`src/sv/assert_macros.svh`:
```
// assertion macros used by the top-level rtl file
`ifndef ASSERT_MACROS_SVH
`define ASSERT_MACROS_SVH

// same-cycle implication, checked outside reset
`define MME_ASSERT_NOW(label, clk, rst_n, ante, cons) \
	label: assert property (@(posedge clk) disable iff (!rst_n) (ante) |-> (cons)) \
		else $error("assertion failed: same-cycle check");

// next-cycle implication, checked outside reset
`define MME_ASSERT_NEXT(label, clk, rst_n, ante, cons) \
	label: assert property (@(posedge clk) disable iff (!rst_n) (ante) |=> (cons)) \
		else $error("assertion failed: next-cycle check");

`endif

```
`src/sv/mme_pkg.sv`:
```
// shared types and codes of the matrix multiply engine
package mme_pkg;

	// request commands
	localparam logic [1:0] CMD_LOAD_A = 2'd0;
	localparam logic [1:0] CMD_LOAD_B = 2'd1;
	localparam logic [1:0] CMD_RUN    = 2'd2;

	// configuration register indexes
	localparam int CFG_IDX_W = 2;
	localparam int CFG_DATA_W = 4;
	localparam logic [CFG_IDX_W-1:0] REG_ROWS_M  = 2'd0;
	localparam logic [CFG_IDX_W-1:0] REG_INNER_N = 2'd1;
	localparam logic [CFG_IDX_W-1:0] REG_COLS_K  = 2'd2;

	// result and element field widths
	localparam int ACC_W = 36;
	localparam int OUT_IDX_W = 3;
	localparam int ELEM_W = 16;

	typedef enum logic [0:0] {
		ST_IDLE,
		ST_RUN
	} seq_state_t;

	// one product term issued by the sequencer
	typedef struct packed {
		logic                 valid;
		logic                 zero;
		logic                 first;
		logic                 dot_last;
		logic                 run_last;
		logic [OUT_IDX_W-1:0] row;
		logic [OUT_IDX_W-1:0] col;
	} term_t;

endpackage

```
`src/sv/matrix_multiply_engine.sv`:
```
// top level of the matrix multiply engine
// Usage:
// Input channel (in_valid / in_stall) takes one request per cycle while no
// run is in progress: load A, load B (one element at row_index, col_index)
// or run. Loads beyond the store size and unused commands are dropped.
// A run computes C = A x B over the configured sizes and returns one result
// per C element in row-major order on the output channel (out_valid /
// out_stall); last_element marks the final one. in_stall is high while the
// sequencer walks the run, one multiply-accumulate per cycle unless the
// output stalls. A single MAC does the work, reading each store once per
// cycle unless the output stalls.
// A stalled output holds its result and freezes the whole MAC pipe until
// it is taken. Reset sets each size to 8 (the store size at the default
// MAX_DIM) and empties the pipe; store contents are undefined until loaded.
// The user must write sizes on the cfg port only while the block is idle;
// the block does not enforce this.
`include "assert_macros.svh"

module matrix_multiply_engine #(
	parameter int MAX_DIM = 8,
	parameter int DATA_WIDTH = 16
) (
	input  logic        clk,
	input  logic        arst_n,
	// configuration port
	input  logic        cfg_we,
	input  logic [mme_pkg::CFG_IDX_W-1:0] cfg_index,
	input  logic [mme_pkg::CFG_DATA_W-1:0] cfg_data,
	// request channel
	input  logic        in_valid,
	output logic        in_stall,
	input  logic [1:0]  command,
	input  logic [2:0]  row_index,
	input  logic [2:0]  col_index,
	input  logic signed [mme_pkg::ELEM_W-1:0] element_value,
	// result channel
	output logic        out_valid,
	input  logic        out_stall,
	output logic signed [mme_pkg::ACC_W-1:0] product_value,
	output logic [mme_pkg::OUT_IDX_W-1:0] out_row,
	output logic [mme_pkg::OUT_IDX_W-1:0] out_col,
	output logic        last_element
);

	localparam int CNT_W = $clog2(MAX_DIM + 1);
	localparam int DEPTH = MAX_DIM * MAX_DIM;
	localparam int ADDR_W = MAX_DIM > 1 ? $clog2(DEPTH) : 1;

	logic [mme_pkg::CFG_DATA_W-1:0] rows_m_q, inner_n_q, cols_k_q;
	logic [CNT_W-1:0] m_eff, n_eff, k_eff;
	logic in_accept, run_start, load_ok, a_we, b_we, adv;
	logic [ADDR_W-1:0] waddr, a_raddr, b_raddr;
	logic [DATA_WIDTH-1:0] wdata, a_data, b_data;
	mme_pkg::term_t term;

	// sizes above the store size act as the store size
	function automatic logic [CNT_W-1:0] clamp_dim(input logic [mme_pkg::CFG_DATA_W-1:0] v);
		logic [CNT_W-1:0] r;
		if (32'(v) > MAX_DIM) begin
			r = CNT_W'(MAX_DIM);
		end else begin
			r = CNT_W'(v);
		end
		return r;
	endfunction

	// size registers
	always_ff @(posedge clk or negedge arst_n) begin
		if (!arst_n) begin
			rows_m_q  <= mme_pkg::CFG_DATA_W'(8);
			inner_n_q <= mme_pkg::CFG_DATA_W'(8);
			cols_k_q  <= mme_pkg::CFG_DATA_W'(8);
		end else if (cfg_we) begin
			unique case (cfg_index)
				mme_pkg::REG_ROWS_M:  rows_m_q  <= cfg_data;
				mme_pkg::REG_INNER_N: inner_n_q <= cfg_data;
				mme_pkg::REG_COLS_K:  cols_k_q  <= cfg_data;
				default: ;
			endcase
		end
	end

	assign m_eff = clamp_dim(rows_m_q);
	assign n_eff = clamp_dim(inner_n_q);
	assign k_eff = clamp_dim(cols_k_q);

	// request decode
	always_comb begin
		in_accept = in_valid && !in_stall;
		run_start = in_accept && (command == mme_pkg::CMD_RUN);
		load_ok   = (32'(row_index) < MAX_DIM) && (32'(col_index) < MAX_DIM);
		a_we      = in_accept && load_ok && (command == mme_pkg::CMD_LOAD_A);
		b_we      = in_accept && load_ok && (command == mme_pkg::CMD_LOAD_B);
		waddr     = ADDR_W'(32'(row_index) * MAX_DIM + 32'(col_index));
		wdata     = DATA_WIDTH'($unsigned(element_value));
	end

	mme_ram #(
		.WIDTH(DATA_WIDTH),
		.DEPTH(DEPTH)
	) u_a_store (
		.clk   (clk),
		.we    (a_we),
		.waddr (waddr),
		.wdata (wdata),
		.re    (adv),
		.raddr (a_raddr),
		.rdata (a_data)
	);

	mme_ram #(
		.WIDTH(DATA_WIDTH),
		.DEPTH(DEPTH)
	) u_b_store (
		.clk   (clk),
		.we    (b_we),
		.waddr (waddr),
		.wdata (wdata),
		.re    (adv),
		.raddr (b_raddr),
		.rdata (b_data)
	);

	mme_seq #(
		.MAX_DIM(MAX_DIM)
	) u_seq (
		.clk     (clk),
		.arst_n  (arst_n),
		.start   (run_start),
		.m_eff   (m_eff),
		.n_eff   (n_eff),
		.k_eff   (k_eff),
		.adv     (adv),
		.busy    (in_stall),
		.a_raddr (a_raddr),
		.b_raddr (b_raddr),
		.term    (term)
	);

	mme_mac #(
		.DATA_WIDTH(DATA_WIDTH)
	) u_mac (
		.clk           (clk),
		.arst_n        (arst_n),
		.term          (term),
		.a_data        (a_data),
		.b_data        (b_data),
		.adv           (adv),
		.out_valid     (out_valid),
		.out_stall     (out_stall),
		.product_value (product_value),
		.out_row       (out_row),
		.out_col       (out_col),
		.last_element  (last_element)
	);

	// a run with rows and columns in use locks out requests next cycle
	`MME_ASSERT_NEXT(a_run_locks, clk, arst_n, run_start && (m_eff != '0) && (k_eff != '0), in_stall)
	// an empty run leaves the request channel open
	`MME_ASSERT_NEXT(a_empty_run, clk, arst_n, run_start && ((m_eff == '0) || (k_eff == '0)), !in_stall)
	// a run only ends on a cycle in which the pipe moved
	`MME_ASSERT_NOW(a_run_end_adv, clk, arst_n, $fell(in_stall), $past(adv))

endmodule

```
`src/sv/mme_ram.sv`:
```
// generic single-port-write ram with registered read
module mme_ram #(
	parameter int WIDTH = 16,
	parameter int DEPTH = 64
) (
	input  logic                                   clk,
	input  logic                                   we,
	input  logic [(DEPTH > 1 ? $clog2(DEPTH) : 1)-1:0] waddr,
	input  logic [WIDTH-1:0]                       wdata,
	input  logic                                   re,
	input  logic [(DEPTH > 1 ? $clog2(DEPTH) : 1)-1:0] raddr,
	output logic [WIDTH-1:0]                       rdata
);

	logic [WIDTH-1:0] mem_q [DEPTH];

	// write port
	always_ff @(posedge clk) begin
		if (we) begin
			mem_q[waddr] <= wdata;
		end
	end

	// registered read port
	always_ff @(posedge clk) begin
		if (re) begin
			rdata <= mem_q[raddr];
		end
	end

endmodule

```
`src/sv/mme_seq.sv`:
```
// run sequencer: walks rows, columns and dot terms and issues store reads
module mme_seq #(
	parameter int MAX_DIM = 8
) (
	input  logic                  clk,
	input  logic                  arst_n,
	input  logic                  start,
	input  logic [$clog2(MAX_DIM+1)-1:0] m_eff,
	input  logic [$clog2(MAX_DIM+1)-1:0] n_eff,
	input  logic [$clog2(MAX_DIM+1)-1:0] k_eff,
	input  logic                  adv,
	output logic                  busy,
	output logic [(MAX_DIM > 1 ? $clog2(MAX_DIM*MAX_DIM) : 1)-1:0] a_raddr,
	output logic [(MAX_DIM > 1 ? $clog2(MAX_DIM*MAX_DIM) : 1)-1:0] b_raddr,
	output mme_pkg::term_t        term
);

	localparam int CNT_W = $clog2(MAX_DIM + 1);
	localparam int IDX_W = MAX_DIM > 1 ? $clog2(MAX_DIM) : 1;
	localparam int ADDR_W = MAX_DIM > 1 ? $clog2(MAX_DIM * MAX_DIM) : 1;

	mme_pkg::seq_state_t state_q, state_d;
	logic [IDX_W-1:0] i_q, j_q, t_q;
	logic term_last, col_last, row_last, n_zero;

	// loop end conditions
	always_comb begin
		n_zero    = (n_eff == '0);
		term_last = n_zero || ((CNT_W'(t_q) + CNT_W'(1)) == n_eff);
		col_last  = (CNT_W'(j_q) + CNT_W'(1)) == k_eff;
		row_last  = (CNT_W'(i_q) + CNT_W'(1)) == m_eff;
	end

	// next state
	always_comb begin
		state_d = state_q;
		unique case (state_q)
			mme_pkg::ST_IDLE: begin
				if (start && (m_eff != '0) && (k_eff != '0)) begin
					state_d = mme_pkg::ST_RUN;
				end
			end
			mme_pkg::ST_RUN: begin
				if (adv && term_last && col_last && row_last) begin
					state_d = mme_pkg::ST_IDLE;
				end
			end
			default: state_d = mme_pkg::ST_IDLE;
		endcase
	end

	// outputs: issued term and store addresses
	always_comb begin
		busy          = (state_q == mme_pkg::ST_RUN);
		term.valid    = busy;
		term.zero     = n_zero;
		term.first    = (t_q == '0);
		term.dot_last = term_last;
		term.run_last = term_last && col_last && row_last;
		term.row      = mme_pkg::OUT_IDX_W'(i_q);
		term.col      = mme_pkg::OUT_IDX_W'(j_q);
		a_raddr       = ADDR_W'(32'(i_q) * MAX_DIM + 32'(t_q));
		b_raddr       = ADDR_W'(32'(t_q) * MAX_DIM + 32'(j_q));
	end

	// state register
	always_ff @(posedge clk or negedge arst_n) begin
		if (!arst_n) begin
			state_q <= mme_pkg::ST_IDLE;
		end else begin
			state_q <= state_d;
		end
	end

	// loop counters
	always_ff @(posedge clk or negedge arst_n) begin
		if (!arst_n) begin
			i_q <= '0;
			j_q <= '0;
			t_q <= '0;
		end else if (state_q == mme_pkg::ST_IDLE) begin
			i_q <= '0;
			j_q <= '0;
			t_q <= '0;
		end else if (adv) begin
			if (!term_last) begin
				t_q <= t_q + IDX_W'(1);
			end else begin
				t_q <= '0;
				if (!col_last) begin
					j_q <= j_q + IDX_W'(1);
				end else begin
					j_q <= '0;
					i_q <= i_q + IDX_W'(1);
				end
			end
		end
	end

endmodule

```
`src/sv/mme_mac.sv`:
```
// multiply-accumulate datapath with result output register
module mme_mac #(
	parameter int DATA_WIDTH = 16
) (
	input  logic                  clk,
	input  logic                  arst_n,
	input  mme_pkg::term_t        term,
	input  logic [DATA_WIDTH-1:0] a_data,
	input  logic [DATA_WIDTH-1:0] b_data,
	output logic                  adv,
	output logic                  out_valid,
	input  logic                  out_stall,
	output logic signed [mme_pkg::ACC_W-1:0] product_value,
	output logic [mme_pkg::OUT_IDX_W-1:0] out_row,
	output logic [mme_pkg::OUT_IDX_W-1:0] out_col,
	output logic                  last_element
);

	localparam int PROD_W = 2 * DATA_WIDTH;

	mme_pkg::term_t tag_s1, tag_s2;
	logic signed [PROD_W-1:0] prod_s2;
	logic signed [mme_pkg::ACC_W-1:0] acc_q, acc_sum;
	logic res_valid_q;
	logic signed [mme_pkg::ACC_W-1:0] product_q;
	logic [mme_pkg::OUT_IDX_W-1:0] row_q, col_q;
	logic last_q;

	// the whole pipe moves when the output register is free or being taken
	assign adv = !res_valid_q || !out_stall;

	// running sum, restarted on the first term of each dot product
	assign acc_sum = (tag_s2.first ? '0 : acc_q) + mme_pkg::ACC_W'(prod_s2);

	// term tags follow the store read and the multiply
	always_ff @(posedge clk or negedge arst_n) begin
		if (!arst_n) begin
			tag_s1 <= '0;
			tag_s2 <= '0;
		end else if (adv) begin
			tag_s1 <= term;
			tag_s2 <= tag_s1;
		end
	end

	// multiply stage
	always_ff @(posedge clk) begin
		if (adv) begin
			if (tag_s1.zero) begin
				prod_s2 <= '0;
			end else begin
				prod_s2 <= $signed(a_data) * $signed(b_data);
			end
		end
	end

	// accumulator
	always_ff @(posedge clk or negedge arst_n) begin
		if (!arst_n) begin
			acc_q <= '0;
		end else if (adv && tag_s2.valid) begin
			acc_q <= acc_sum;
		end
	end

	// result valid
	always_ff @(posedge clk or negedge arst_n) begin
		if (!arst_n) begin
			res_valid_q <= 1'b0;
		end else if (adv) begin
			res_valid_q <= tag_s2.valid && tag_s2.dot_last;
		end
	end

	// result payload
	always_ff @(posedge clk) begin
		if (adv && tag_s2.valid && tag_s2.dot_last) begin
			product_q <= acc_sum;
			row_q     <= tag_s2.row;
			col_q     <= tag_s2.col;
			last_q    <= tag_s2.run_last;
		end
	end

	assign out_valid     = res_valid_q;
	assign product_value = product_q;
	assign out_row       = row_q;
	assign out_col       = col_q;
	assign last_element  = last_q;

endmodule
```
`config.mk`:
```
export PLATFORM = sky130hd
export DESIGN_NAME = matrix_multiply_engine
export DESIGN_NICKNAME = d
export VERILOG_FILES = /design/src/sv/mme_pkg.sv /design/src/sv/matrix_multiply_engine.sv /design/src/sv/mme_ram.sv /design/src/sv/mme_seq.sv /design/src/sv/mme_mac.sv
export VERILOG_INCLUDE_DIRS = /design/src /design/src/sv
export SDC_FILE = /design/constraint.sdc
export NUM_CORES = 2
export LEC_CHECK = 0
export ABC_AREA = 1
export CORE_MARGIN = 5
export CORE_UTILIZATION = 40
export CTS_CLUSTER_SIZE = 20
export DETAILED_ROUTE_END_ITERATION = 10
export DONT_BUFFER_PORTS = 1
export GPL_TIMING_DRIVEN = 0
export HOLD_SLACK_MARGIN = 0.02
export MAX_ROUTING_LAYER = met4
export SYNTH_ARGS = -nofsm -noshare
export SYNTH_HDL_FRONTEND = slang
export SYNTH_SLANG_ARGS = --single-unit
```
`constraint.sdc`:
```
create_clock -name clk -period 17.6 [get_ports clk]
set_clock_uncertainty 0.2 [all_clocks]
set_input_delay 2.64 -clock clk [delete_from_list [all_inputs] [get_ports clk]]
set_output_delay 2.64 -clock clk [all_outputs]
set_load 0.005 [all_outputs]
```
==> key figures <==
Run status
  – Status: finished, violations left
  – Failing checks: capacitance limit, slew limit

STA
  – Fmax achieved: 142.0 MHz
  – Rel. slew slack: -0.008676
  – RSZ-0062 raised after global routing: no
  – Worst-Margin Slew: 1513 ps
  – Final Max Tran Viols: 11
  – Setup TNS: 0 ps
  – Final period util: 0.4001
  – Endpoints failing setup: 0
  – Final Hold Vio Count: 0
  – Final min period: 7042 ps

Job
  – Maxcap violations: 1

Synthesis
  – Sequential share of the synthesized area: 0.6547
  – Post-synthesis net count: 9479
  – Synthesized instance count: 9060
  – Primary FF master, synth: edfxtp_1
  – Synthesized cell area: 101900 µm²
  – EDFF count, synth: 2155
  – Distinct cells, synth: 39
  – Yosys warns: 0
  – Average size of a mapped cell: 11.25 µm²
  – Asr flop ratio synth: 0.03579
  – Flops & latches, synth: 2235

Layout
  – FILL cells: 23080
  – Final #Nets: 9822
  – Fraction of layout cells with a size suffix above 1: 0.07793
  – Area grow syn2layout: 13.73%
  – Core Util, Final: 0.4564

Die
  – Initial Util: 0.4013
  – Chip width: 514.7 µm
  – Die height: 514.7 µm
  – # IOs: 80
  – Site Rows: 185
  – Core area: 253900 µm²
  – Full die area: 265000 µm²

Clocking
  – Latest clock arrival within the worst-skew pair: 910 ps
  – Clock root buffer: clkbuf_16
  – CTS resizes: 0
  – Clock sinks: 2235
  – H-Tree Depth: 4
  – Post-CTS setup buffer count: 0
  – CTS tree: done
  – Cts bufs inserted: 228
  – Hold buffer count at cts: 0
  – Clk slew on worst S/H paths: 60 ps
  – Clk buf depth: 3

Worst hold path
  – Hold path start: u_mac.tag_s1[6]$_DFFE_PN0N_
  – Hold path cells: 2
  – Worst min path class: register to register
  – Worst hold endpoint: u_mac.tag_s2[6]$_DFFE_PN0N_

Routing
  – Routed metal-1 wirelength: 138.3 mm
  – # DRC: 0
  – DR WL/cell: 26.29 µm
  – Total Wirelength: 340.8 mm
  – Initial DRC Count: 9413
  – DRT antenna net count: 0
  – WL met2: 155.4 mm
  – Vias: 71700
  – First-pass DRT Iterations: 7
  – Uppermost layer routed: met4
  – Metal3 WL: 30.91 mm
  – Vias/cell: 5.531

Setup path
  – Kind of critical path: register to register
  – Worst R2R End: u_mac.prod_s2[24]$_SDFFCE_PP0N_
  – Nature of the critical path endpoint: register
  – Crit start category: register
  – Arrival @ worst endpoint: 7500 ps
  – Worst EP required: 18060 ps
  – CP max FO: 10
  – FF-to-FF path depth: 20
  – Worst r2r src: u_b_store.rdata[3]$_DFFE_PN_
  – R2r setup slk: 10560 ps
  – Critical path launch point: u_b_store.rdata[3]$_DFFE_PN_

Global route
  – Vias in the first global route: 68490
  – Total global routing overflow: 0
  – Largest net degree at the start of global routing: 129
  – Initial antenna violation count: 17
  – First-pass GRT wire length: 482.3 mm
  – Total GRT Usage: 0.2578

Placement
  – Port Buffers: 0
  – Final HPWL DP: 232.4 mm
  – Routability cong.: 0.9837
-- logic make-up after synthesis --
| group | Yosys count | share of synthesized area |
|---|---|---|
| AO/OA/AOI/OAI | 1725 | 0.09209 |
| XOR/XNOR | 36 | 0.003094 |
| adder cells (fa/ha/maj) | 384 | 0.06652 |
| buffers and inverters | 1164 | 0.04655 |
| flip-flops | 2235 | 0.6547 |
| multiplexers | 48 | 0.004715 |
| AND/OR/NAND/NOR | 3468 | 0.1323 |
-- synthesized netlist by cell type, drive strengths merged, types with 6 or more instances --
cell	instances	area (µm²)
edfxtp	2155	64710
nand2	1958	7355
nor2	1218	4574
o21ai	986	4935
inv	648	2432
o22ai	384	2402
clkbuf	297	1115
fa	263	5265
a21oi	247	1236
buf	218	1192
nand3	201	1011
ha	121	1514
a21boi	83	623.1
dfrtp	77	1927
mux2i	48	480.5
nor3	33	165.2
xor2	27	236.5
and2	20	125.1
nand4	13	81.33
nand3b	12	90.09
o21a	11	82.58
xnor2	9	78.83
nor4	7	43.79
o21bai	6	45.04
or2	6	37.54
-- metrics by stage --
stage          std cells  cell area [µm²]  setup WS (ps)  hold slack (ps)
6_report           12960           115900          10560            270.3
5_1_grt            12960           115900          10140            291.5
4_1_cts            12950           115900          10640            261.6
3_5_place_dp       12540           108600          10620            265.6
3_3_place_gp       12430           106100           9866            260.3
2_1_floorplan       9060           101900          11720            225.3
-- sequential cells by signal, indices dropped and copies added, names as in the netlist, 4 cells and up --
signal,cells
cols_k_q,4
u_a_store.mem_q,1024
u_mac.acc_q,36
u_a_store.rdata,16
rows_m_q,4
u_mac.tag_s1,11
inner_n_q,4
u_mac.tag_s2,10
u_b_store.mem_q,1024
u_mac.product_value,36
u_mac.prod_s2,32
u_b_store.rdata,16
-- cell type report --
class | instances | area [µm²] | share of cell area
Inverter | 649 | 2436 | 0.02102
Multi-Input combinational cell | 5661 | 30810 | 0.2658
Clock buffer | 292 | 5986 | 0.05165
Buffer | 515 | 2311 | 0.01994
Timing Repair Buffer | 113 | 2074 | 0.01790
Sequential cell | 2235 | 66720 | 0.5757
Tap cell | 3366 | 4212 | 0.03634
Clock inverter | 121 | 1321 | 0.01140
Antenna cell | 11 | 27.53 | 0.0002375
-- cells in the final DEF, fill, tap and decap left out, drive strengths merged --
cell type	netlist	final
nor3	33	33
a21oi	247	247
inv	648	654
bufinv	0	16
xor2	27	27
nand3	201	201
and2	20	20
a21boi	83	83
o22ai	384	384
nand2	1958	1958
o41ai	1	1
ha	121	121
clkinvlp	0	8
dfrtp	77	77
o21bai	6	6
nor4	7	7
clkinv	1	92
fa	263	263
o21a	11	11
clkbuf	297	589
buf	218	331
nand4	13	13
diode	0	11
nor2	1218	1218
edfxtp	2155	2155
o21ai	986	986
xnor2	9	9
nand3b	12	12
o211ai	1	1
dfstp	3	3
mux2i	48	48
a31oi	1	1
or2	6	6
a21o	5	5
-- critical path, cell delays in order, from the launching register on --
cell      delay [ps]
edfxtp_1         310
clkbuf_1         450
clkbuf_1         540
nand2_1          110
inv_1             80
fa_1             530
fa_1             840
fa_1             530
fa_1             520
fa_1             490
inv_1             50
fa_1             470
inv_1             40
ha_1             400
nand2_1          140
nor4_1           560
nand3_1          200
nand3_1          150
nand2_1           60
nand2_1           60
nor2_1            40
-- metal layers --
| layer | GRT usage | vias to the layer above |
|---|---|---|
| met5 | - | - |
| met2 | 0.3920 | 3746 |
| met3 | 0.03933 | 640 |
| met4 | 0.1082 | 0 |
| li1 | - | 31820 |
| met1 | 0.3476 | 35490 |
-- worst max-delay path by stage --
| stage | end | slack [ps] | cells past startpoint |
|---|---|---|---|
| after floorplan | u_mac.last_element$_DFFE_PP_ | 11720 | 6 |
| after global placement | u_mac.out_valid$_DFFE_PN0N_ | 9870 | 3 |
| after detailed placement | u_mac.prod_s2[24]$_SDFFCE_PP0N_ | 10620 | 20 |
| after CTS | u_mac.prod_s2[30]$_SDFFCE_PP0N_ | 10640 | 20 |
| after global routing | u_mac.prod_s2[30]$_SDFFCE_PP0N_ | 10140 | 20 |
| final | u_mac.prod_s2[24]$_SDFFCE_PP0N_ | 10560 | 20 |
Power is not shown: default switching activity piles up to over one toggle a cycle in this logic, so the estimate is an artifact.
